$ cat src/hw/rtl/mms_pkg.sv
// types, constants and brand lookup for the media magic sniffer
// no dependencies; imported by every module of the block
package mms_pkg;

	typedef enum logic [2:0] {
		SIG_UNKNOWN = 3'd0,
		SIG_JPEG    = 3'd1,
		SIG_PNG     = 3'd2,
		SIG_TIFF    = 3'd3,
		SIG_HEIF    = 3'd4,
		SIG_BMFF    = 3'd5
	} sig_t;

	typedef struct packed {
		logic [7:0] data_byte;
		logic       has_byte;
		logic       last;
	} beat_t;

	localparam logic [4:0] POS_SAT      = 5'd16;
	localparam logic [4:0] POS_JPEG_LEN = 5'd3;
	localparam logic [4:0] POS_TIFF_LEN = 5'd4;
	localparam logic [4:0] POS_BOX_LO   = 5'd4;
	localparam logic [4:0] POS_HDR_LEN  = 5'd8;
	localparam logic [4:0] POS_MINOR_END = 5'd15;
	localparam logic [1:0] PHASE_LAST   = 2'd3;
	localparam int         NUM_BRANDS   = 11;

	localparam logic [7:0] JPEG_MAGIC [3] = '{8'hFF, 8'hD8, 8'hFF};
	localparam logic [7:0] PNG_MAGIC  [8] = '{8'h89, 8'h50, 8'h4E, 8'h47,
	                                          8'h0D, 8'h0A, 8'h1A, 8'h0A};
	localparam logic [7:0] TIFF_LE_MAGIC [4] = '{8'h49, 8'h49, 8'h2A, 8'h00};
	localparam logic [7:0] TIFF_BE_MAGIC [4] = '{8'h4D, 8'h4D, 8'h00, 8'h2A};
	localparam logic [7:0] FTYP_MAGIC    [4] = '{8'h66, 8'h74, 8'h79, 8'h70};

	localparam logic [31:0] IMAGE_BRANDS [NUM_BRANDS] = '{
		32'h61766966, // avif
		32'h61766973, // avis
		32'h68656963, // heic
		32'h68656978, // heix
		32'h6865696D, // heim
		32'h68656973, // heis
		32'h68657663, // hevc
		32'h68656966, // heif
		32'h6D696631, // mif1
		32'h6D736631, // msf1
		32'h6D696166  // miaf
	};

	function automatic logic is_image_brand(input logic [31:0] word);
		logic hit;
		hit = 1'b0;
		for (int i = 0; i < NUM_BRANDS; i++) begin
			if (word == IMAGE_BRANDS[i]) begin
				hit = 1'b1;
			end
		end
		return hit;
	endfunction

endpackage

$ cat src/hw/rtl/mms_scan.sv
// per-header match state and signature decision
// depends on mms_pkg
module mms_scan
	import mms_pkg::*;
(
	input  logic  clk,
	input  logic  arst_n,
	input  logic  step,
	input  beat_t beat,
	output sig_t  sig_next
);

	logic [4:0]  pos_q, pos_n;
	logic [1:0]  phase_q, phase_n;
	logic [31:0] recent_q, recent_n;
	logic        jpeg_q, jpeg_n;
	logic        png_q, png_n;
	logic [1:0]  tiff_q, tiff_n;
	logic        box_q, box_n;
	logic        brand_q, brand_n;
	logic [7:0]  b;

	assign b = beat.data_byte;

	always_comb begin
		pos_n    = pos_q;
		phase_n  = phase_q;
		recent_n = recent_q;
		jpeg_n   = jpeg_q;
		png_n    = png_q;
		tiff_n   = tiff_q;
		box_n    = box_q;
		brand_n  = brand_q;
		if (beat.has_byte) begin
			if (pos_q < POS_JPEG_LEN && b != JPEG_MAGIC[pos_q[1:0]]) begin
				jpeg_n = 1'b0;
			end
			if (pos_q < POS_HDR_LEN && b != PNG_MAGIC[pos_q[2:0]]) begin
				png_n = 1'b0;
			end
			if (pos_q < POS_TIFF_LEN) begin
				if (b != TIFF_LE_MAGIC[pos_q[1:0]]) begin
					tiff_n[0] = 1'b0;
				end
				if (b != TIFF_BE_MAGIC[pos_q[1:0]]) begin
					tiff_n[1] = 1'b0;
				end
			end
			if (pos_q >= POS_BOX_LO && pos_q < POS_HDR_LEN
				&& b != FTYP_MAGIC[pos_q[1:0]]) begin
				box_n = 1'b0;
			end
			recent_n = {recent_q[23:0], b};
			if (pos_q >= POS_HDR_LEN) begin
				if (phase_q == PHASE_LAST && pos_q != POS_MINOR_END
					&& is_image_brand(recent_n)) begin
					brand_n = 1'b1;
				end
				phase_n = phase_q + 2'd1;
			end
			if (pos_q < POS_SAT) begin
				pos_n = pos_q + 5'd1;
			end
		end
	end

	always_comb begin
		if (pos_n >= POS_JPEG_LEN && jpeg_n) begin
			sig_next = SIG_JPEG;
		end else if (pos_n >= POS_HDR_LEN && png_n) begin
			sig_next = SIG_PNG;
		end else if (pos_n >= POS_TIFF_LEN && tiff_n != 2'b00) begin
			sig_next = SIG_TIFF;
		end else if (pos_n >= POS_HDR_LEN && box_n) begin
			sig_next = brand_n ? SIG_HEIF : SIG_BMFF;
		end else begin
			sig_next = SIG_UNKNOWN;
		end
	end

	always_ff @(posedge clk or negedge arst_n) begin
		if (!arst_n) begin
			pos_q    <= '0;
			phase_q  <= '0;
			recent_q <= '0;
			jpeg_q   <= 1'b1;
			png_q    <= 1'b1;
			tiff_q   <= 2'b11;
			box_q    <= 1'b1;
			brand_q  <= 1'b0;
		end else if (step) begin
			if (beat.last) begin
				// header done, back to start
				pos_q    <= '0;
				phase_q  <= '0;
				recent_q <= '0;
				jpeg_q   <= 1'b1;
				png_q    <= 1'b1;
				tiff_q   <= 2'b11;
				box_q    <= 1'b1;
				brand_q  <= 1'b0;
			end else begin
				pos_q    <= pos_n;
				phase_q  <= phase_n;
				recent_q <= recent_n;
				jpeg_q   <= jpeg_n;
				png_q    <= png_n;
				tiff_q   <= tiff_n;
				box_q    <= box_n;
				brand_q  <= brand_n;
			end
		end
	end

endmodule

$ cat src/hw/rtl/mms_obuf.sv
// result register holding one signature beat for the output channel
// depends on mms_pkg
module mms_obuf
	import mms_pkg::*;
(
	input  logic       clk,
	input  logic       arst_n,
	input  logic       push,
	input  sig_t       sig_in,
	output logic       can_take,
	output logic       out_valid,
	input  logic       out_ready,
	output logic [2:0] signature
);

	logic valid_q;
	sig_t sig_q;

	assign can_take  = !valid_q || out_ready;
	assign out_valid = valid_q;
	assign signature = sig_q;

	always_ff @(posedge clk or negedge arst_n) begin
		if (!arst_n) begin
			valid_q <= 1'b0;
		end else if (push) begin
			valid_q <= 1'b1;
		end else if (out_ready) begin
			valid_q <= 1'b0;
		end
	end

	always_ff @(posedge clk) begin
		if (push) begin
			sig_q <= sig_in;
		end
	end

endmodule

$ cat src/hw/rtl/media_magic_sniffer_unit.sv
// media magic sniffer: file signature detection from streamed header bytes
// depends on mms_pkg, mms_scan, mms_obuf
//
// usage:
//   input channel (in_valid/in_ready) carries one header byte per beat with
//   has_byte and last; has_byte low with last high ends a header with no byte.
//   output channel (out_valid/out_ready) carries one signature beat for each
//   beat marked last, and nothing for other beats.
//   throughput: one input beat per cycle, set by the input register and the
//   match update behind it, while no last beat waits on the result register.
//   an accepted last beat passes the input register, then the result register,
//   which shows its signature on the output channel.
//   when the receiver stalls, the result register holds its signature; bytes
//   that are not last keep flowing, and a further last beat waits in the
//   input register until the result is taken.
//   reset clears the match state to start of header and empties both
//   registers; after each last beat the match state returns to start.
module media_magic_sniffer_unit
	import mms_pkg::*;
(
	input  logic       clk,
	input  logic       arst_n,
	input  logic       in_valid,
	output logic       in_ready,
	input  logic [7:0] data_byte,
	input  logic       has_byte,
	input  logic       last,
	output logic       out_valid,
	input  logic       out_ready,
	output logic [2:0] signature
);

	logic  valid_s1;
	beat_t beat_s1;
	logic  adv;
	logic  can_take;
	sig_t  sig_next;

	assign adv      = valid_s1 && (!beat_s1.last || can_take);
	assign in_ready = !valid_s1 || adv;

	always_ff @(posedge clk or negedge arst_n) begin
		if (!arst_n) begin
			valid_s1 <= 1'b0;
		end else if (in_ready) begin
			valid_s1 <= in_valid;
		end
	end

	always_ff @(posedge clk) begin
		if (in_valid && in_ready) begin
			beat_s1 <= '{data_byte: data_byte, has_byte: has_byte, last: last};
		end
	end

	mms_scan u_scan (
		.clk      (clk),
		.arst_n   (arst_n),
		.step     (adv),
		.beat     (beat_s1),
		.sig_next (sig_next)
	);

	mms_obuf u_obuf (
		.clk       (clk),
		.arst_n    (arst_n),
		.push      (adv && beat_s1.last),
		.sig_in    (sig_next),
		.can_take  (can_take),
		.out_valid (out_valid),
		.out_ready (out_ready),
		.signature (signature)
	);

endmodule

$ cat config.mk
export PLATFORM = sky130hd
export DESIGN_NAME = media_magic_sniffer_unit
export DESIGN_NICKNAME = d
export VERILOG_FILES = /design/src/hw/rtl/mms_pkg.sv /design/src/hw/rtl/mms_scan.sv /design/src/hw/rtl/mms_obuf.sv /design/src/hw/rtl/media_magic_sniffer_unit.sv
export SDC_FILE = /design/constraint.sdc
export NUM_CORES = 1
export LEC_CHECK = 0
export BUFFER_PORTS_ARGS = -buffer_cell sky130_fd_sc_hd__buf_4
export CAP_MARGIN = 15
export CORE_MARGIN = 2
export CORE_UTILIZATION = 40
export DETAILED_ROUTE_END_ITERATION = 7
export SYNTH_ARGS = -nofsm -noshare
export SYNTH_HDL_FRONTEND = slang
export SYNTH_HIERARCHICAL = 1
export SYNTH_SLANG_ARGS = --single-unit
$ cat constraint.sdc
create_clock -name clk -period 3.35 [get_ports clk]
set_clock_uncertainty 0.15 [all_clocks]
set_input_delay 0.335 -clock clk [delete_from_list [all_inputs] [get_ports clk]]
set_output_delay 0.335 -clock clk [all_outputs]
set_load 0.005 [all_outputs]
# Word-level counts from Yosys, hierarchy flattened
# Memories as Yosys holds them, arrays and structs flattened.
# Index checks and enable logic that the tools add are counted.
# W data, S select, Z words.
word_totals:
  register_bits: 52
  romBits: 64
  in_bits: 14
  out_inout_bits: 5
  mem_count: 1
memory_table:
  columns: ["name", "depth", "word_bits", "rd", "rd_ports_with_merged_regs", "wr", "line_no", "rtl"]
  rows:
  - ["(no name shown)", 8, 8, 1, 0, 0, "mms_scan.sv:38", "if (pos_q < POS_HDR_LEN && b != PNG_MAGIC[pos_q[2:0]]) begin"]
classes:
  addsub: 2
  order_cmp: 11
  eq_ne: 18
  mux: 59
  n_bitwise: 3
  reduce_logical: 26
ops:
  columns: ["cell", "count"]
  rows:
  - ["$eq A32 B31 Y1 const B", 11]
  - ["$mux W8", 10]
  - ["$bmux W8 S2", 4]
  - ["$mux W24", 2]
  - ["$ne A8 B8 Y1", 5]
  - ["$mux W1", 31]
  - ["$mux W2", 9]
  - ["$mux W5", 3]
  - ["$logic_and A1 B1 Y1", 13]
  - ["$ge A5 B3 Y1 const B", 2]
  - ["$ge A5 B4 Y1 const B", 2]
  - ["$reduce_bool A2 Y1", 4]
  - ["$add A5 B1 Y5 const B", 1]
  - ["$ge A5 B2 Y1 const B", 1]
  - ["$lt A5 B2 Y1 const B", 1]
  - ["$lt A5 B3 Y1 const B", 1]
  - ["$lt A5 B4 Y1 const B", 1]
  - ["$lt A5 B5 Y1 const B", 1]
  - ["$ne A5 B4 Y1 const B", 1]
  - ["$ge A4 B4 Y1 const B", 1]
  - ["$not A3 Y4", 1]
  - ["$reduce_or A4 Y1", 1]
  - ["$ge A3 B3 Y1 const B", 1]
  - ["$logic_not A1 Y1", 3]
  - ["other kinds (7)", 9]

# Logic depth before layout (Yosys ltp)
logic_depth:
  ltp_word: 22
  ltp_mapped: 10
  ltp_nobuf: 8

# By module
# The synthesis kept the hierarchy.
by_module_without_submodules:
  columns: ["mod", "instances", "cells_per_inst", "area_per_inst_um2", "seq_area_each_um2"]
  rows:
  - ["mms_scan", 1, 268, 2469.9, 932.1]
  - ["media_magic_sniffer_unit", 1, 17, 379.1, 325.3]
  - ["mms_obuf", 1, 6, 137.6, 115.1]

# Worst setup path after synthesis
# OpenSTA, ideal clock, no wires.
synth_path:
  path_type: "register to register"
  from: "register u_scan.pos_q[1]"
  to: "register u_obuf.sig_q[0] (netlist: u_obuf/signature[0]), data pin"
  setup_ps: 142
  t_arrival_ps: 2198
  path_slack_ps: 861
  path_stages_with_launch: 11
  n_path_buf: 2
  synth_period_minus_slack_ps: 2489
  path_cell_list: "dfrtp_1 clkbuf_1 inv_1 ha_1 buf_6 or3b_1 a22oi_2 a41oi_1 nand2b_4 o31a_1 o21ai_2"
synth_via:
  elab_chain_cells: 12
  elab_cells_between_ends: 63
  classes_between: "add/sub: 1; order compare: 9; eq/ne: 6; mux: 33; bitwise: 2; reduce/logical: 11; memory: 1"
synth_rtl:
  columns: ["item", "line_no", "rtl"]
  rows:
  - ["start: declaration", "mms_scan.sv:13", "logic [4:0] pos_q, pos_n;"]
  - ["start signal: assignment", "mms_scan.sv:103", "pos_q <= pos_n;"]
  - ["parallel branches: the longest is 12 deep, another holds $add A5 B1 Y5", null, null]
  - ["end signal: assignment", "mms_obuf.sv:35", "sig_q <= sig_in;"]
  - ["end: declaration", "mms_obuf.sv:17", "sig_t sig_q;"]
# Several ways; the timed one is not identified. The select of a mux whose other input is x is not followed.
# A chain may end at the register's enable or synchronous reset.

# Final worst setup path
# Ends and elaborated chain as after synthesis.

==> summary.txt <==
Yosys
  • Synth unique cells: 63
  • Post-Synth XOR/XNOR Area: between 1 and 1.5%
  • Mux contribution to synthesized area: 1.005%
  • Synth warn: 6
  • Adder-cell share of the synthesized area: 2.514%
  • Sequential fraction of the synthesis area: 45.96%
  • Post-synth EDFFs: 13
  • Largest family of logic cells by synthesized area: simple AND/OR/NAND/NOR gates
  • Synth Area in Compound Gates: a little over a fifth
  • Yosys reg bits: 52
  • Synth Cell Area: 0.002987 mm²
  • Asr flop ratio synth: 75.00%
  • Syn_area_per_cell: between 10 and 15 µm²
  • Simple-Gate Fraction of Synth Area: a little under a quarter
  • Syn Nets: 311
  • Synth Instances: approximately 290
  • Ys flop type: dfrtp_1

Flow run
  • Maxcap violations: 0

Clock tree
  • CTS buffer count: 5
  • Clk Latency, worst-skew pair: ~310 ps
  • Clock Pin Slew Worst Setup and Hold Paths: 100 ps
  • Hold Buf Count CTS: 1
  • TritonCTS clock tree: built
  • Number of H-tree levels: 2
  • Clock sink total: between 50 and 60
  • Buffer count from post-CTS setup fixing: 0
  • Cts repair resizes: 0
  • Longest Clk Path Bufs: 2
  • Root buffer cell: clkbuf_8

Timing
  • Final TNS setup: 0 ps
  • Max-slew headroom: 63.80%
  • Final Max Slew Viols: 0
  • Hold_ws: approximately 42 ps
  • Final setup fails: 0
  • Slew @ Worst Pin: roughly 540 ps
  • RSZ-0062 raised after global routing: no
  • Max Fclk: 391.8 MHz
  • Fin crit period: 2553 ps
  • Fin crit share: about three quarters
  • Setup ws final: ~800 ps
  • Hold Vio Cnt, Final: 0

Global route
  • Total track usage: roughly 17%
  • Largest net degree at the start of global routing: 40
  • Vias in the first global route: between 2000 and 2500
  • Gr ovfl total: 0
  • First-pass GRT wire length: 10.93 mm
  • Antenna violations before repair: 0

Die
  • Die W: 90.41 µm
  • I/O pins: 19
  • Die footprint: ~0.008 mm²
  • Core ar.: between 0.007 and 0.008 mm²
  • Die Y: approximately 90 µm
  • Initial Util: around two fifths
  • Site row count: 31

Final layout
  • Ant. Diodes: 0
  • Area Growth Syn to Fin: 9.091%
  • Final core occ: 44.92%
  • Share of layout cells above drive strength 1: 15.20%
  • Final instance area: about 0.0033 mm²
  • Nets: ~320
  • Fill cell count: approximately 700

Drt
  • Iter 0 DRT Violations: around 150
  • Wirelength, routed: approximately 6.6 mm
  • Routed len/inst: approximately 17 µm
  • Post-route ant nets: 0
  • # DRC: 0
  • DR pass1 iterations: 5
  • Vias per cell: between 5 and 6
  • Total number of vias: roughly 2300

Setup path
  • Reg-to-reg slack, setup: 800 ps
  • R2R Path End: u_obuf/signature[0]
  • Worst Path Required: ~3400 ps
  • FF-to-FF path depth: 8
  • Arrival time of the worst setup path: 2580 ps
  • CP endpoint kind: flop
  • Crit path capture: u_obuf/signature[0]
  • Worst Setup Path Type: flop to flop
  • Crit path max fanout: 11
  • Worst reg2reg startpoint: u_scan/pos_q[1]
  • CP startpoint: u_scan/pos_q[1]
  • CP Launch Type: flop

Power and ir drop
  • Combinational power share: between 10% and 20%
  • Pleak: between 0.001 and 0.0015 µW
  • PwrDens: 430.5 mW/mm²
  • Switch Pwr: roughly 420 µW
  • Peak VDD IR: 256.9 µV
  • Sequential power share: 55.2%
  • Clock share of power: 27.1%
  • Switching Fraction: 30.24%
  • Pint: 978.5 µW

Hold path
  • Min-Delay Path Class: input pin to flop

Place
  • Worst slack, placed: between 800 and 900 ps
  • Area after DPL: about 0.0032 mm²
  • Global placer's final weighted congestion: around 0.87
  • IO Port Bufs: 18
  • Post-detail-place hpwl: 4.519 mm

Run status
  • Status: completed
==> flip-flops by register name, summed over array words and instances, names as in the netlist, 2 cells and up <==
| name | flops |
|---|---|
| u_obuf/signature | 3 |
| u_scan/phase_q | 2 |
| beat_s1 | 10 |
| u_scan/pos_q | 5 |
| u_scan/tiff_q | 2 |
| u_scan/recent_q | 24 |
==> area by class of cell <==
cell class / count / area [µm²] / share of cell area [%]
clock buffer: 5 / 68.82 / 2.112
clock inverter: 3 / 23.77 / 0.7296
inverter: 9 / 33.78 / 1.037
multi-input combinational: 204 / 1460 / 44.82
sequential: 52 / 1373 / 42.13
tap: 99 / 123.9 / 3.802
timing repair buffer: 23 / 175.2 / 5.376
==> cells in the final DEF (no fill, tap or decap), drive strengths merged, types with 4 or more instances in the layout <==
| cell | n |
|---|---|
| nor4bb | 4 |
| dfstp | 5 |
| and3 | 6 |
| dfrtp | 34 |
| o22ai | 4 |
| nor2b | 7 |
| a21oi | 12 |
| nand2 | 13 |
| ha | 6 |
| clkbuf | 5 |
| nand3 | 5 |
| nand3b | 6 |
| nand4 | 6 |
| o21ai | 13 |
| nor3 | 5 |
| a31oi | 4 |
| edfxtp | 13 |
| nor2 | 15 |
| buf | 22 |
| nand2b | 9 |
| inv | 12 |
| a22o | 27 |
| nor3b | 6 |
==> kinds of logic after synthesis <==
| group | Yosys count |
|---|---|
| xor+xnor | 4 |
| simple gates | 104 |
| mux | 3 |
| compound gates | 87 |
| fa+ha+maj | 6 |
| buf+inv | 35 |
| flops | 52 |
==> cells in the mapped netlist, types with 3 or more instances <==
library cell	number	share of area (%)
nand2b_1	6	1.3
o21ai_1	3	0.50
dfrtp_1	34	28
o22a_1	3	0.88
nand2_1	13	1.6
buf_2	12	2.0
nor4bb_1	4	1.3
nor3_1	5	0.84
dfstp_2	5	4.4
a21oi_1	12	2.0
nor3b_1	6	1.5
o22ai_1	4	0.84
a22o_1	27	7.9
nand3b_1	5	1.3
mux2i_1	3	1.0
inv_1	9	1.1
nor2_1	15	1.9
nand3_1	5	0.84
and4b_1	3	1.0
and3_1	5	1.0
a31oi_1	4	0.84
o211ai_1	3	0.75
clkbuf_1	13	1.6
and3b_1	3	0.88
edfxtp_1	13	13
nand4_1	6	1.3
o21ai_0	9	1.5
nor2b_1	7	1.5
ha_1	6	2.5
nor4_1	3	0.63
==> worst min-delay path by stage <==
stage                     slack [ps]         start  depth (start not counted)                  to
after floorplan                 -110        arst_n                          0    u_obuf/out_valid
after global placement           190        arst_n                          1  u_scan/recent_q[2]
after detailed placement         200        arst_n                          1  u_scan/recent_q[9]
after CTS                         40  data_byte[7]                          1          beat_s1[9]
after global routing              30  data_byte[0]                          1          beat_s1[2]
final                             40  data_byte[7]                          1          beat_s1[9]
==> critical path, cell delays in order (launching register included) <==
cell	delay, ps
dfrtp_1	550
inv_1	130
ha_1	300
or3b_1	410
a22oi_2	160
a41oi_1	150
nand2b_4	170
o31a_1	280
o21ai_2	110
==> through the flow <==
step	power [µW]	std cells
floorplan	959.7	291
global placement	1028	386
detailed placement	1034	386
CTS	1411	395
global route	1476	395
finish	1403	395
==> power by group through the flow <==
stage / clock network [µW] / logic [µW] / registers, µW
CTS: 388 / 248 / 774
detailed placement: 0 / 247 / 787
global placement: 0 / 243 / 785
global route: 413 / 280 / 784
floorplan: 0 / 209 / 751
finish: 380 / 248 / 775
==> metal layers <==
metal / track usage, % / part of all wire [%]
met5: 0 / 0
met3: 3.172 / 4.9
met2: 25.69 / 47
met1: 23.17 / 46
met4: 5.641 / 2.1
(Power assumes the default switching activity.)
